==> config.mk <==
export PLATFORM = sky130hd
export DESIGN_NAME = nms_ovl_pipe
export DESIGN_NICKNAME = d
export VERILOG_FILES = /design/src/hw/rtl/nms_pkg.sv /design/src/hw/rtl/nms_ovl_pipe.sv
export SDC_FILE = /design/constraint.sdc
export NUM_CORES = 2
export LEC_CHECK = 0
export BUFFER_PORTS_ARGS = -buffer_cell sky130_fd_sc_hd__buf_2
export CAP_MARGIN = 20
export CORE_MARGIN = 5
export CORE_UTILIZATION = 59
export DETAILED_ROUTE_END_ITERATION = 6
export PLACE_DENSITY = 0.87
export SLEW_MARGIN = 25
export SYNTH_ARGS = -nofsm -noshare
export SYNTH_HDL_FRONTEND = slang
export SYNTH_SLANG_ARGS = --single-unit
export TNS_END_PERCENT = 30
==> constraint.sdc <==
create_clock -name clk -period 7.4 [get_ports clk]
set_input_delay 1.11 -clock clk [delete_from_list [all_inputs] [get_ports clk]]
set_output_delay 1.11 -clock clk [all_outputs]
set_load 0.05 [all_outputs]
==> src/hw/rtl/nms_pkg.sv <==
// ----------------------------------------------------------------------------
// nms_pkg
// Shared types and constants of the box suppression block.
// ----------------------------------------------------------------------------
package nms_pkg;

	localparam int PIPE_DEPTH = 4;
	localparam logic [8:0] LABEL_REMOVED = 9'h1FF;
	localparam logic [15:0] THR_RESET = 16'd45875;

	localparam logic CFG_THRESHOLD = 1'b0;
	localparam logic CFG_MIN_AREA = 1'b1;

	typedef struct packed {
		logic [15:0] x_min;
		logic [15:0] y_min;
		logic [15:0] x_max;
		logic [15:0] y_max;
		logic [15:0] score;
		logic [8:0] label;
	} box_t;

	typedef struct packed {
		logic valid;
		logic removed;
		box_t box;
	} entry_t;

	typedef struct packed {
		logic load;
		logic shift;
	} cell_ctl_t;

endpackage

==> src/hw/rtl/nms_ovl_pipe.sv <==
// ----------------------------------------------------------------------------
// nms_ovl_pipe
// Four-stage overlap test of a passing box against the reference box.
// ----------------------------------------------------------------------------
module nms_ovl_pipe (
	input  logic            clk,
	input  logic            arst_n,
	input  logic            en,
	input  nms_pkg::box_t   ref_box,
	input  nms_pkg::entry_t in_ent,
	input  logic [15:0]     thr,
	input  logic            min_mode,
	output nms_pkg::entry_t out_ent
);
	import nms_pkg::*;

	entry_t ent_s1, ent_s2, ent_s3, ent_s4;
	logic signed [16:0] iw_s1, ih_s1, wa_s1, ha_s1, wb_s1, hb_s1;
	logic [31:0] inter_s2, inter_s3;
	logic signed [33:0] sa_s2, sb_s2;
	logic signed [34:0] den_s3;

	logic [15:0] lo_x, hi_x, lo_y, hi_y;
	logic signed [34:0] den_c;
	logic [49:0] lhs_c, rhs_c;
	logic above_c;

	always_comb begin
		lo_x = (ref_box.x_min > in_ent.box.x_min) ? ref_box.x_min : in_ent.box.x_min;
		hi_x = (ref_box.x_max < in_ent.box.x_max) ? ref_box.x_max : in_ent.box.x_max;
		lo_y = (ref_box.y_min > in_ent.box.y_min) ? ref_box.y_min : in_ent.box.y_min;
		hi_y = (ref_box.y_max < in_ent.box.y_max) ? ref_box.y_max : in_ent.box.y_max;
		if (min_mode) begin
			den_c = (sa_s2 < sb_s2) ? 35'(sa_s2) : 35'(sb_s2);
		end else begin
			den_c = 35'(sa_s2) + 35'(sb_s2) - $signed({3'b000, inter_s2});
		end
		lhs_c = {2'b00, inter_s3, 16'h0000};
		rhs_c = thr * den_s3[33:0];
		above_c = (den_s3 > 35'sd0) && (lhs_c > rhs_c);
	end

	always_ff @(posedge clk or negedge arst_n) begin
		if (!arst_n) begin
			ent_s1 <= '0;
			ent_s2 <= '0;
			ent_s3 <= '0;
			ent_s4 <= '0;
		end else if (en) begin
			ent_s1 <= in_ent;
			ent_s2 <= ent_s1;
			ent_s3 <= ent_s2;
			ent_s4 <= '{valid: ent_s3.valid,
				removed: ent_s3.removed | (ent_s3.valid & above_c),
				box: ent_s3.box};
		end
	end

	always_ff @(posedge clk) begin
		if (en) begin
			iw_s1 <= $signed({1'b0, hi_x}) - $signed({1'b0, lo_x});
			ih_s1 <= $signed({1'b0, hi_y}) - $signed({1'b0, lo_y});
			wa_s1 <= $signed({1'b0, ref_box.x_max}) - $signed({1'b0, ref_box.x_min});
			ha_s1 <= $signed({1'b0, ref_box.y_max}) - $signed({1'b0, ref_box.y_min});
			wb_s1 <= $signed({1'b0, in_ent.box.x_max}) - $signed({1'b0, in_ent.box.x_min});
			hb_s1 <= $signed({1'b0, in_ent.box.y_max}) - $signed({1'b0, in_ent.box.y_min});
			inter_s2 <= (iw_s1 > 17'sd0 && ih_s1 > 17'sd0) ? iw_s1[15:0] * ih_s1[15:0] : 32'd0;
			sa_s2 <= wa_s1 * ha_s1;
			sb_s2 <= wb_s1 * hb_s1;
			inter_s3 <= inter_s2;
			den_s3 <= den_c;
		end
	end

	assign out_ent = ent_s4;

endmodule

# Yosys cells after proc, flatten, opt, wreduce, memory -nomap -nowiden
# Index checks and enable logic that the tools add are counted.
# word_totals
ff_bits,633
input_bits,200
# classes
n_bitwise,2
order_cmp,9
reduce_logical,2
add_sub_neg,8
muxes,6
n_mul,4
# ops
operator,count
$sub A16 B16 Y17,6
$mux W35,2
$mul A17 B17 Y34,2
$mux W16,4
$gt A48 B50 Y1,1
$mul A16 B34 Y50,1
$add A34 B34 Y35,1
$gt A35 B1 Y1 const B,1
$sub A35 B33 Y35,1
$gt A17 B1 Y1 const B,2
$lt A34 B34 Y1,1
$gt A16 B16 Y1,2
$lt A16 B16 Y1,2
$mul A16 B16 Y32,1
$logic_and A1 B1 Y1,2
$and A1 B1 Y1,1
$or A1 B1 Y1,1

# Longest topological paths before layout
# depth
depth_word,5
depth_mapped,37

# Worst setup path before layout
# OpenSTA, ideal clock, no wires.
# synth_path
path_kind,in2reg
from,input thr[7]
to,register ent_s4 (netlist bit out_ent[89])
arrival_ns,8.633
path_stages,34
n_path_buf,3
path_slack_ns,-1.299
path_cell_list,clkbuf_1 > clkbuf_1 > nand2_1 > fa_1 > inv_1 > fa_1 > fa_1 > fa_1 > fa_1 > inv_1 > fa_1 > inv_1 > ha_1 > clkbuf_1 > a22o_1 > nor3_1 > o2bb2ai_1 > a211o_1 > a21oi_1 > o21ai_1 > a21oi_1 > o31ai_2 > o21ai_1 > xnor2_1 > ha_1 > and4_1 > nand2_1 > or4_1 > a21oi_1 > nor2b_1 > nor4b_1 > o2111ai_1 > o21ai_1 > o21a_1
# synth_between
elab_chain_len,5
# synth_rtl
item,line_no,text
from (decl),nms_ovl_pipe.sv:11,"input logic [15:0] thr,"
$mul A16 B34 Y50,nms_ovl_pipe.sv:39,rhs_c = thr * den_s3[33:0];
$gt A48 B50 Y1,nms_ovl_pipe.sv:40,above_c = (den_s3 > 35'sd0) && (lhs_c > rhs_c);
$logic_and A1 B1 Y1,nms_ovl_pipe.sv:40,
$and A1 B1 Y1,nms_ovl_pipe.sv:54,"removed: ent_s3.removed | (ent_s3.valid & above_c),"
$or A1 B1 Y1,nms_ovl_pipe.sv:54,
to (signal assigned),nms_ovl_pipe.sv:53,"ent_s4 <= '{valid: ent_s3.valid,"
to (decl),nms_ovl_pipe.sv:17,"entry_t ent_s1, ent_s2, ent_s3, ent_s4;"
# Every way passes these cells.
# A chain may end at the register's enable or synchronous reset.

# Worst setup path in the final report
# layout_path
from,input thr[2]
to,register ent_s4 (netlist bit out_ent[89])
# The elaborated chain is that of the path after synthesis.

==> impl_results.md <==
- Placed instance area: 85200 um2
- Maximum clock rate: 0.122 GHz
- Period minus WS final: 8200 ps
- Drt initial violations: 4550
- Clk_skew: 62.5 ps
- GRT Total Usage: 29.9%
- Post-synthesis cell count: 7935
- Port buffer count: 265
- Syn_area_per_cell: 10.1 um2
- Area of the mapped netlist: 79800 um2
- Die area: 143000 um2
- Buffer and inverter count on the worst path: 12
- Post-route ant nets: 0
- CP delay by family, top: adder cells
- # setup viols final: 1
- Worst path most repeated cell: fa_1
- EDFF count, synth: 269
- Kind of critical path: in2reg
- Drt drc: 0
- Worst hold slack: 497 ps
- CORE AREA: 135000 um2
- Num CTS Buffers: 66
- Placed cell count: 10000
- Die Height: 378 um
- Unrepaired setup endpoints after global routing: yes
- Final hold viol count: 0
- Design area: 88100 um2
- CP peak stage delay: 540 ps
- Via Count: 58300
- Top_reg_cell synth: dfrtp_1
- Slew Viols, Final: 0
- Drt pass-1 iters: 6
- Num rows: 135
- Share of the yosys chip area belonging to registers: 21.5%
- CTS Buffer Depth: 3
- Layout Nets: 10500
- Gr ovfl total: 0
- Actual slew at the worst max-slew pin: 1220 ps
- Setup_tns: -805 ps
- IO Pins: 291
- Ys async rst share: 57.5%
- Starting Density: 59.1%
- CTS tree: done
- Failing checks: setup timing
- Critical-path top delay cell: fa_1
- Final GP Congestion: 0.974
- Critical path startpoint category: input port
- Vias in the first global route: 64100
- Crit. End Element: flip-flop
- Setup ws final: -805 ps
- Cts hold-fix bufs: 0
- H-tree depth: 3
- Final worst-path cycle share: 111%
- CTS sink cnt: 633
- First-pass GRT wire length: 338000 um
- DR vias/cell: 5.71
- Share of cells above drive strength 1: 14.7%
- Drt total wl: 208000 um
- Max_cap viols: 0
- Syn nets: 10100
- Hold crit path type: reg2reg
- Routed len/inst: 20.4 um
- Worst Path Arrival: 8770 ps
- Clock-pin slew on the worst setup and hold paths: 60 ps
- Die width: 378 um
- Initial antenna violation count: 37
- Synth cell types: 90
- FF+latch count, synth: 633
- Area Overhead vs Synth: 10.4%
- Dpl hpwl: 168000 um
- Slew HR: 18.7%
- Critical Path Fanout Max: 11
- Total of warnings raised by yosys: 0
- Outcome: finished, violations left
- Worst-Skew Late Latency: 670 ps
- Largest net degree at the start of global routing: 190
- CTS root buffer: clkbuf_16
- Crit path required time: 7960 ps
- Final Non-Filler Cells: 10200
[cells in the final DEF (no fill, tap or decap), types with 17 or more instances in the layout]
cell / synthesis / final
inv_1: 1578 / 1578
fa_1: 1270 / 1265
nand2_1: 919 / 914
ha_1: 656 / 646
and2_1: 578 / 576
mux2_2: 389 / 389
dfrtp_1: 364 / 364
buf_4: 2 / 346
edfxtp_1: 269 / 269
buf_2: 10 / 253
nor2_1: 239 / 239
a21oi_1: 223 / 210
xnor2_1: 155 / 155
o21ai_0: 131 / 126
a21o_1: 110 / 110
xor2_1: 68 / 67
clkbuf_16: 0 / 66
nand2b_1: 65 / 65
mux2i_1: 48 / 48
nand3_1: 46 / 45
nor2b_1: 42 / 41
nor3_1: 42 / 40
nand4_1: 37 / 37
o21a_1: 35 / 35
a211oi_1: 28 / 26
a31oi_1: 28 / 26
o21ai_1: 24 / 25
and3_1: 24 / 24
diode_2: 0 / 23
nor4_1: 22 / 22
a21boi_0: 23 / 22
o21bai_1: 20 / 19
buf_12: 0 / 19
o211ai_1: 17 / 17
[Yosys cell counts, types with 28 or more instances]
cell	instances	area, um2
xor2_1	68	596
a31oi_1	28	175
inv_1	1578	5920
dfrtp_1	364	9110
a21o_1	110	826
a21oi_1	223	1120
clkbuf_1	279	1050
nand3_1	46	230
ha_1	656	8210
mux2_2	389	4380
nand2b_1	65	407
mux2i_1	48	480
fa_1	1270	25400
o21ai_0	131	656
nand2_1	919	3450
xnor2_1	155	1360
nor2_1	239	897
edfxtp_1	269	8080
nor3_1	42	210
o21a_1	35	263
nand4_1	37	231
nor2b_1	42	263
and2_1	578	3620
a211oi_1	28	210
[timing repair]
action | CTS | global route
gates cloned | 0 | 0
endpoints found under the hold margin | 0 | 0
setup endpoints to repair | 1 | 6
resized for setup | 62 | 42
pin swaps | 31 | 36
setup buffers | 8 | 10
[final cells by class]
class	instances	area, um2
multi-input combinational	5431	56000
fill	9620	46900
sequential	633	17200
inverter	1578	5920
timing repair buffer	638	4510
tap	1781	2230
clock buffer	88	1850
clock inverter	32	373
antenna	23	57.6
[state kept, by name, indices dropped and copies added, names as in the netlist, 32 cells and up]
register  count
sb_s2        34
inter_s2     32
out_ent      91
ent_s2       91
sa_s2        34
ent_s3       91
ent_s1       91
den_s3       35
inter_s3     32
[through the flow]
stage / setup WS (ps) / utilization [%]
floorplan: -1000 / -
global placement: -1620 / 63.1
detailed placement: -1820 / 63.1
CTS: -774 / 65.0
global route: -1160 / 65.3
finish: -805 / 65.3
[path summary, 6_finish.rpt]
check                            from     endpoint  slack, ps  cells past startpoint
min                        ent_s1[89]   ent_s2[89]        500                      1
max                            thr[2]  out_ent[89]       -800                     36
max in group asynchronous      arst_n   ent_s1[89]       5310                      3
min in group asynchronous      arst_n   ent_s2[23]        550                      1
min reg2reg                ent_s1[89]   ent_s2[89]        500                      1
max reg2reg                 den_s3[7]  out_ent[89]       -750                     30
[logic make-up after synthesis]
group / after synthesis / synth area share, %
xor gates and xnor gates: 223 / 2.45
buffers and inverters: 1871 / 8.83
muxes: 441 / 6.15
adders and majority gates: 1926 / 42.1
and+or+nand+nor: 2075 / 12.6
DFF: 633 / 21.5
AOI/OAI and AO/OA: 766 / 6.32
[per-layer routing]
layer	vias to the layer above	GRT usage, %	routed length (um)
li1	25700	-	-
met1	29200	36.0	76600
met2	2597	49.9	99300
met3	762	7.07	18300
met4	30	16.1	13400
met5	-	0	188
Power is not shown: default switching activity piles up to over one toggle a cycle in this logic, so the estimate is an artifact.
