## src/hw/rtl/nms_pkg.sv

```systemverilog
// ----------------------------------------------------------------------------
// nms_pkg
// Shared types and constants of the box suppression block.
// ----------------------------------------------------------------------------
package nms_pkg;

	localparam int PIPE_DEPTH = 4;
	localparam logic [8:0] LABEL_REMOVED = 9'h1FF;
	localparam logic [15:0] THR_RESET = 16'd45875;

	localparam logic CFG_THRESHOLD = 1'b0;
	localparam logic CFG_MIN_AREA = 1'b1;

	typedef struct packed {
		logic [15:0] x_min;
		logic [15:0] y_min;
		logic [15:0] x_max;
		logic [15:0] y_max;
		logic [15:0] score;
		logic [8:0] label;
	} box_t;

	typedef struct packed {
		logic valid;
		logic removed;
		box_t box;
	} entry_t;

	typedef struct packed {
		logic load;
		logic shift;
	} cell_ctl_t;

endpackage

```

## src/hw/rtl/nms_cell.sv

```systemverilog
// ----------------------------------------------------------------------------
// nms_cell
// One slot of the sorted box chain: insertion by score and left shift.
// ----------------------------------------------------------------------------
module nms_cell (
	input  logic             clk,
	input  logic             arst_n,
	input  nms_pkg::cell_ctl_t ctl,
	input  nms_pkg::entry_t  new_ent,
	input  nms_pkg::entry_t  left_ent,
	input  logic             left_gt,
	input  nms_pkg::entry_t  right_ent,
	output nms_pkg::entry_t  ent,
	output logic             gt
);
	import nms_pkg::*;

	entry_t ent_q;

	assign ent = ent_q;
	assign gt = !ent_q.valid || (new_ent.box.score > ent_q.box.score);

	always_ff @(posedge clk or negedge arst_n) begin
		if (!arst_n) begin
			ent_q <= '0;
		end else if (ctl.load) begin
			if (left_gt) begin
				ent_q <= left_ent;
			end else if (gt) begin
				ent_q <= new_ent;
			end
		end else if (ctl.shift) begin
			ent_q <= right_ent;
		end
	end

endmodule

```

## config.mk

```make
export PLATFORM = sky130hd
export DESIGN_NAME = nms_cell
export DESIGN_NICKNAME = d
export VERILOG_FILES = /design/src/hw/rtl/nms_pkg.sv /design/src/hw/rtl/nms_cell.sv
export SDC_FILE = /design/constraint.sdc
export NUM_CORES = 1
export LEC_CHECK = 0
export ABC_AREA = 1
export BUFFER_PORTS_ARGS = -buffer_cell sky130_fd_sc_hd__clkbuf_2
export CORE_AREA = 2 2 145 147
export CTS_CLUSTER_DIAMETER = 60
export DETAILED_ROUTE_END_ITERATION = 12
export DIE_AREA = 0 0 147 149
export PLACE_DENSITY = 0.72
export SYNTH_ARGS = -nofsm -noshare
export SYNTH_HDL_FRONTEND = slang
export SYNTH_SLANG_ARGS = --single-unit
export TNS_END_PERCENT = 50
```

## constraint.sdc

```tcl
create_clock -name clk -period 3.19 [get_ports clk]
set_clock_uncertainty 0.2 [all_clocks]
set_input_delay 0.1595 -clock clk [delete_from_list [all_inputs] [get_ports clk]]
set_output_delay 0.1595 -clock clk [all_outputs]
set_load 0.01 [all_outputs]
```

### Word level (Yosys, flattened, before mapping)

Cells that the tools add are included.

| storage, ports and cells | value |
|---|---|
| input port bits | 278 |
| output and inout port bits | 92 |
| bits in registers | 91 |
| logic and storage cells | 18 |

| operators by class | value |
|---|---|
| reduce and logical (&&, ||, !) cells | 4 |
| muxes and demuxes | 4 |
| equality and inequality tests | 1 |
| magnitude comparators | 1 |

Operators by type and width:

| cell | number |
|---|---|
| 91-bit 2-to-1 mux | 4 |
| 16-bit > comparator | 1 |
| 3-bit by 1-bit inequality test with 1-bit output, second input constant | 1 |
| 2-bit AND reduction | 1 |
| 2-bit nonzero test | 1 |
| 1-bit zero test | 1 |
| 1-bit logical OR | 1 |

### Depth between registers and ports, before layout

Gate-level depths: netlist of the first run.

| depth | value |
|---|---|
| word-level depth | 5 |
| gate-level depth with buffers | 17 |
| gate-level depth less buffers | 16 |

### Worst setup path after synthesis of the first run

Ideal clock, no wire load.

| path | value |
|---|---|
| kind | register to register |
| start | reg ent_q, in the netlist ent[16] |
| end | reg ent_q, in the netlist ent[90] |
| period minus slack after synthesis | 2,009 ps |
| buffers on the path | 2 |
| arrival | 1,692 ps |
| required time | 2,873 ps |
| stages on the path, launching flop included | 14 |
| path slack | 1,181 ps |
| setup time | 117 ps |
| cells stage by stage | dfrtp_1 inv_1 ha_1 a21o_1 nor2_1 nand2_1 nand2_1 nand2_1 nand2_2 nand3_4 buf_12 buf_12 nand3_2 nand2_1 |

| between the ends | value |
|---|---|
| longest elaborated chain between the ends | 4 |

Ends and longest elaborated chain:

| item | line | text |
|---|---|---|
| start, declared | nms_cell.sv:18 | `entry_t ent_q;` |
| start signal, assigned | nms_cell.sv:28 | `ent_q <= left_ent;` |
| start signal, assigned | nms_cell.sv:30 | `ent_q <= new_ent;` |
| start signal, assigned | nms_cell.sv:33 | `ent_q <= right_ent;` |
| 16-bit > comparator | nms_cell.sv:21 | `assign gt = !ent_q.valid \|\| (new_ent.box.score > ent_q.box.score);` |
| 1-bit logical OR | nms_cell.sv:21 |  |
| 3-bit by 1-bit inequality test with 1-bit output (no line) | n/a |  |
| 2-bit AND reduction (no line) | n/a |  |

No other way between the ends.
A chain may end at the register's enable or synchronous reset.

### Worst setup path in the final report of the first run

| path | value |
|---|---|
| start | reg ent_q, in the netlist ent[24] |
| end | reg ent_q, in the netlist ent[29] |

Same word-level chain as after synthesis.

==> results of run 1 <==
==> Yosys cell counts, drive strengths merged <==
library cell and count:
nor2 96, nor3 1, bufbuf 6, or2 1, nand2 294, ha 16
a21oi 6, buf 26, o21ai 183, clkbuf 36, nand4 1, inv 22
dfrtp 91, a21o 1, clkinv 1, nand3 94
==> routing by layer <==
layer  up-vias  share of wire, %  wire length [µm]  global-route usage, %
met4         0               4.0               909                   9.18
met5         -                 0                 0                      0
met2       363                49             11200                   36.1
met3        75               6.7              1530                   4.68
met1      3402                40              9100                   24.1
li1       3680                 -                 -                      -
==> worst register-to-register path: stages (launching register included) <==
cell     delay, ps
dfrtp_1        380
inv_1           60
ha_1           300
a21oi_1        170
o21ai_0        120
a21oi_1        190
nand2_1         90
nand2_2         90
nand3_4        100
nand2_4         90
buf_12         290
nand2_1        240
nand2_1         70
==> worst min path at each step <==
stage / slack [ps] / cells after the start / startpoint / end
6_report: 20 / 5 / right_ent[6] / ent[6]$_DFFE_PN0P_
5_1_grt: 20 / 5 / right_ent[6] / ent[6]$_DFFE_PN0P_
4_1_cts: 0.08 / 5 / right_ent[51] / ent[51]$_DFFE_PN0P_
3_5_place_dp: 20 / 1 / arst_n / ent[28]$_DFFE_PN0P_
3_3_place_gp: 10 / 1 / arst_n / ent[28]$_DFFE_PN0P_
2_1_floorplan: -340 / 0 / arst_n / ent[0]$_DFFE_PN0P_
==> cells by family (layout without fill, tap and decap cells) <==
| group | Yosys count | in the layout | synth area share [%] |
|---|---|---|---|
| AND/OR/NAND/NOR | 487 | 487 | 37.5 |
| adder cells (fa/ha/maj) | 16 | 16 | 3.08 |
| flip-flops | 91 | 91 | 35.0 |
| AO/OA/AOI/OAI | 190 | 190 | 14.7 |
| buffers and inverters | 91 | 510 | 9.72 |
==> stage by stage <==
stage	instances	hold WS [ps]
finish	1569	15.4
global route	1569	19.9
CTS	1569	0.0782
detailed placement	1464	15.8
global placement	1464	13.2
floorplan	875	-336
==> cells in the final DEF (no fill, tap or decap), types with 2 or more instances in the layout <==
cell             n
clkbuf_2       368
nand2_1        291
nor2_1          95
o21ai_0         92
o21ai_1         91
dfrtp_1         91
nand3_2         90
dlygate4sd3_1   89
inv_1           19
ha_1            16
clkbuf_16        9
buf_4            9
a21oi_1          6
buf_12           5
inv_2            3
nand3_1          3
nand2_2          2
bufinv_16        2
==> final cells by class <==
| type | count | share of cell area (%) |
|---|---|---|
| multi-input cells | 693 | 37.7 |
| repair buffers | 471 | 30.4 |
| flip-flops and latches | 91 | 23.9 |
| well taps | 275 | 3.61 |
| clock buffers | 11 | 2.55 |
| inverters | 23 | 0.906 |
| clock inverters | 5 | 0.893 |
==> power by group through the flow <==
stage	registers (mW)	clock network, mW	logic (mW)
detailed placement	1.44	0	1.14
floorplan	1.51	0	0.585
global placement	1.43	0	1.13
CTS	1.42	1.22	1.23
finish	1.42	1.17	1.23
global route	1.44	1.26	1.38
==> impl_metrics.json, run 1 <==
{
  "pre_cts_slack_ps": 750,
  "clk_latency_ps": 340,
  "track_usage_pct": 20.5,
  "switchingPower_mw": 1.25,
  "synth_area_leader_cell": "dfrtp_1",
  "stdcell_area_um2": 9530,
  "regToRegSetupSlack_ps": 740,
  "cp_common_cell": "nand2_1",
  "layout-drive-gt1-share_pct": 38.4,
  "critPathBufInv": 2,
  "synth_cells": 875,
  "ys_top_cells_by_area": "dfrtp_1 (35%), nand2_1 (17%), nand3_2 (14%), o21ai_0 (7.1%), o21ai_1 (7.0%)",
  "slew_headroom_pct": 56.5,
  "grt_pass1_vias": 7659,
  "setup_viol": 0,
  "drc_errors": 0,
  "multi_input_area_um2": 3590,
  "power_frac_seq_pct": 37.2,
  "netlist.area_leader.share_pct": 35.0,
  "vdd_drop_max_uv": 246,
  "antenna_found_initial": 0,
  "endpoint": "ent[29]$_DFFE_PN0P_",
  "fp.coreArea_um2": 20600,
  "initial_core_util_pct": 31.6,
  "first_pass_iters": 5,
  "grt_start_max_net_pins": 92,
  "p_int_mw": 2.58,
  "cts.sinks": 91,
  "clockPowerShare_pct": 30.7,
  "cts_inserted_buffers": 9,
  "antenna_left": 0,
  "grt_first_pass_wirelength_mm": 36.6,
  "yosys_warnings": 0,
  "cp_cell_sequence": "inv_1 > ha_1 > a21oi_1 > o21ai_0 > a21oi_1 > nand2_1 > nand2_2 > nand3_4 > nand2_4 > buf_12 > nand2_1 > nand2_1",
  "drt-total-wl_mm": 22.8,
  "critPathTopFamily": "simple AND/OR/NAND/NOR gates",
  "htree_num_levels": 3,
  "r2r_cells": 12,
  "dieArea_um2": 21900,
  "cp_data_arrival_time_ps": 2530,
  "final-seq-area_um2": 2280,
  "hpwlAfterDp_mm": 15.6,
  "r2r-start": "ent[24]$_DFFE_PN0P_",
  "ioPinCount": 370,
  "cts_buffer_depth": 2,
  "syn_nets": 1169,
  "avgViaCountPerCell": 4.79,
  "ys_types": 26,
  "setup_tns_ps": 0,
  "cts_tree": "built",
  "start_kind": "flop",
  "layout_setup_ws_ps": 736,
  "cp.depth": 12,
  "period_minus_slack_ps": 2450,
  "max_freq_mhz": 407,
  "diodes": 0,
  "p_per_area_nw_per_um2": 402,
  "fin_crit_sh_pct": 76.9,
  "required_ps": 3270,
  "outcome": "finished, final reports clean",
  "die_h_um": 149,
  "hold_class": "in2reg",
  "grt_overflow": 0,
  "reg2reg_to": "ent[29]$_DFFE_PN0P_",
  "avgRoutedWirePerCell_um": 14.5,
  "die_x_um": 147,
  "drtIter0Drc": 302,
  "slew_viol_final": 0,
  "yosysSeqAreaShare_pct": 35.0,
  "numPortBuffers": 369,
  "worstMarginPinSlew_ps": 652,
  "critPathMaxStageDelay_ps": 380,
  "fillCellCount": 2029,
  "p_comb_share_pct": 32.1,
  "cts_resized": 0,
  "largest_register_ffs": 91,
  "postCtsHoldBufs": 89,
  "dpl_cell_area_um2": 8310,
  "post-route-util_pct": 46.3,
  "root_buffer": "clkbuf_16",
  "end_kind": "flop",
  "rows": 53,
  "startpoint": "ent[24]$_DFFE_PN0P_",
  "power.leakage_nw": 5.16,
  "fin_nets": 1583,
  "max_cap_violations": 0,
  "yosys_register_bits": 91,
  "rsz0062_at_grt": "no",
  "worstPathMaxFanout": 91,
  "switching_share_pct": 32.6,
  "vias": 7520,
  "finalPower_mw": 3.83,
  "cpMaxStageDelayCell": "dfrtp_1",
  "synth.cell_area_um2": 6500,
  "gp_congestion": 0.813,
  "area_growth_pct": 46.6,
  "post_cts_buffers": 0,
  "clk_pin_slew_worst_paths_ps": 60,
  "postSynthAreaPerCell_um2": 7.43,
  "hold_viol": 0,
  "crit_type": "reg2reg"
}
Power figures use the tool's default switching activity.
==> run 2, diff against run 1 <==
--- a/config.mk
+++ b/config.mk
@@ -11,7 +11,7 @@
 export CTS_CLUSTER_DIAMETER = 60
 export DETAILED_ROUTE_END_ITERATION = 12
 export DIE_AREA = 0 0 147 149
-export PLACE_DENSITY = 0.72
+export PLACE_DENSITY = 0.75
 export SYNTH_ARGS = -nofsm -noshare
 export SYNTH_HDL_FRONTEND = slang
 export SYNTH_SLANG_ARGS = --single-unit
==> constraint.sdc (replaced) <==
create_clock -name clk -period 2.19 [get_ports clk]
set_clock_uncertainty 0.2 [all_clocks]
set_input_delay 0.1095 -clock clk [delete_from_list [all_inputs] [get_ports clk]]
set_output_delay 0.1095 -clock clk [all_outputs]
set_load 0.01 [all_outputs]
==> impl_metrics.json, run 2 (synthesized netlist as in run 1, its figures left out) <==
{
  "cts_buffer_depth": 2,
  "violations": "negative setup slack",
  "numPortBuffers": 369,
  "ioPinCount": 370,
  "holdWs_ps": 15.0,
  "cts_inserted_buffers": 9,
  "grt_overflow": 0,
  "layout_commonest_cell": "clkbuf_2",
  "fp.coreArea_um2": 20600,
  "cts.sinks": 91,
  "largest_register_ffs": 91,
  "track_usage_pct": 21.7,
  "reg2reg_to": "ent[64]$_DFFE_PN0P_",
  "rsz0062_at_grt": "yes",
  "period_minus_slack_ps": 2220,
  "drtIter0Drc": 325,
  "layout-drive-gt1-share_pct": 38.9,
  "slew_viol_final": 0,
  "grt_pass1_vias": 8238,
  "htree_num_levels": 3,
  "gp_congestion": 0.806,
  "end_kind": "flop",
  "critPathBufInv": 3,
  "setup_viol": 19,
  "grt_first_pass_wirelength_mm": 38.8,
  "cp_cell_sequence": "inv_2 > ha_4 > nand4_1 > nor3_4 > nand3_2 > nand2_2 > nand3_4 > buf_12 > clkbuf_16 > nand3_2 > nand2_1",
  "layout_setup_ws_ps": -28.7,
  "clk_pin_slew_worst_paths_ps": 70,
  "grt_start_max_net_pins": 66,
  "critPathMaxStageDelay_ps": 380,
  "hold_viol": 0,
  "worstPathMaxFanout": 7,
  "max_cap_violations": 0,
  "stdcell_area_um2": 10900,
  "required_ps": 2230,
  "power.leakage_nw": 5.74,
  "crit_type": "reg2reg",
  "area_growth_pct": 67.7,
  "hold_class": "in2reg",
  "fin_nets": 1696,
  "post-route-util_pct": 53.0,
  "dpl_cell_area_um2": 8530,
  "root_buffer": "clkbuf_16",
  "startpoint": "ent[20]$_DFFE_PN0P_",
  "slew_headroom_pct": 65.1,
  "regToRegSetupSlack_ps": -30,
  "worstMarginPinSlew_ps": 524,
  "layout_common_cells": "clkbuf_2 (367), nand2_1 (288), dlygate4sd3_1 (173), nor2_1 (95)",
  "drt-total-wl_mm": 24.9,
  "avgViaCountPerCell": 4.90,
  "hpwlAfterDp_mm": 15.9,
  "cp_data_arrival_time_ps": 2250,
  "max_freq_mhz": 451,
  "dieArea_um2": 21900,
  "drc_errors": 0,
  "clk_latency_ps": 340,
  "die_h_um": 149,
  "pre_cts_slack_ps": -34.8,
  "p_per_area_nw_per_um2": 542,
  "worstHoldEndpoint": "ent[26]$_DFFE_PN0P_",
  "outcome": "finished, violations left",
  "fin_crit_sh_pct": 101,
  "r2r-start": "ent[20]$_DFFE_PN0P_",
  "initial_core_util_pct": 31.6,
  "holdPathStages": 5,
  "antenna_found_initial": 0,
  "diodes": 0,
  "cts_tree": "built",
  "die_x_um": 147,
  "r2r_cells": 11,
  "cp_common_cell": "nand3_2",
  "critPathTopFamily": "simple AND/OR/NAND/NOR gates",
  "first_pass_iters": 5,
  "avgRoutedWirePerCell_um": 14.8,
  "antenna_left": 0,
  "rows": 53,
  "vias": 8248,
  "vdd_drop_max_uv": 413,
  "cpMaxStageDelayCell": "dfrtp_1",
  "start_kind": "flop",
  "min-delay-start": "left_ent[26]"
}
## run 2: cell types whose count changed in the layout (fill, tap and decap cells not counted), sizes merged
cell,change
dlygate4sd3,+84
clkinvlp,-1
bufinv,-1
buf,+28
clkinv,+4
inv,-1
## run 2: worst max-delay path by stage
| stage | slack [ps] | endpoint | cells past startpoint |
|---|---|---|---|
| floorplan | 180 | ent[90]$_DFFE_PN0P_ | 13 |
| global placement | 60 | ent[47]$_DFFE_PN0P_ | 12 |
| detailed placement | -30 | ent[45]$_DFFE_PN0P_ | 12 |
| CTS | 0.6 | ent[43]$_DFFE_PN0P_ | 12 |
| global route | -140 | ent[73]$_DFFE_PN0P_ | 14 |
| finish | -30 | ent[64]$_DFFE_PN0P_ | 11 |
## run 2: what timing repair did
action	CTS	global route
pin swaps	0	12
endpoints found under the hold margin	182	0
buffers inserted	5	5
gates resized for setup	0	32
gates cloned	0	2
hold buffers	173	0
endpoints found under the setup margin	42	92
## run 2: layout make-up
| cell class | instances | area (µm²) |
|---|---|---|
| fill | 1782 | 9660 |
| clock buffer | 10 | 239 |
| tap | 275 | 344 |
| sequential | 91 | 2280 |
| inverter | 23 | 88.8 |
| timing repair buffer | 584 | 4100 |
| multi-input combinational | 693 | 3770 |
| clock inverter | 6 | 72.6 |
## run 2: report_power, final
group          internal [mW]  switching, mW
clock network          0.931          0.693
logic                   1.10           1.12
registers               1.92          0.145
## run 2: stage by stage
| step | setup TNS, ps | total power, mW | instances |
|---|---|---|---|
| after floorplan | 0 | 3.04 | 875 |
| after global placement | 0 | 3.79 | 1481 |
| after detailed placement | -449 | 3.82 | 1481 |
| after CTS | 0 | 5.80 | 1675 |
| after global routing | -9840 | 6.27 | 1682 |
| final | -228 | 5.90 | 1682 |
## run 2: worst reg2reg max path, cell delays in order (launching register included)
cell and delay, ps:
dfrtp_1 380, inv_2 60, ha_4 280, nand4_1 150, nor3_4 180, nand3_2 90
nand2_2 110, nand3_4 160, buf_12 210, clkbuf_16 180, nand3_2 60, nand2_1 50
## run 2: layer usage
metal	vias up	global-route usage [%]	wire [µm]
met1	3841	23.9	9390
met2	419	39.7	12500
met3	75	5.08	2010
li1	3913	-	-
met5	-	0	0
met4	0	10.2	1000
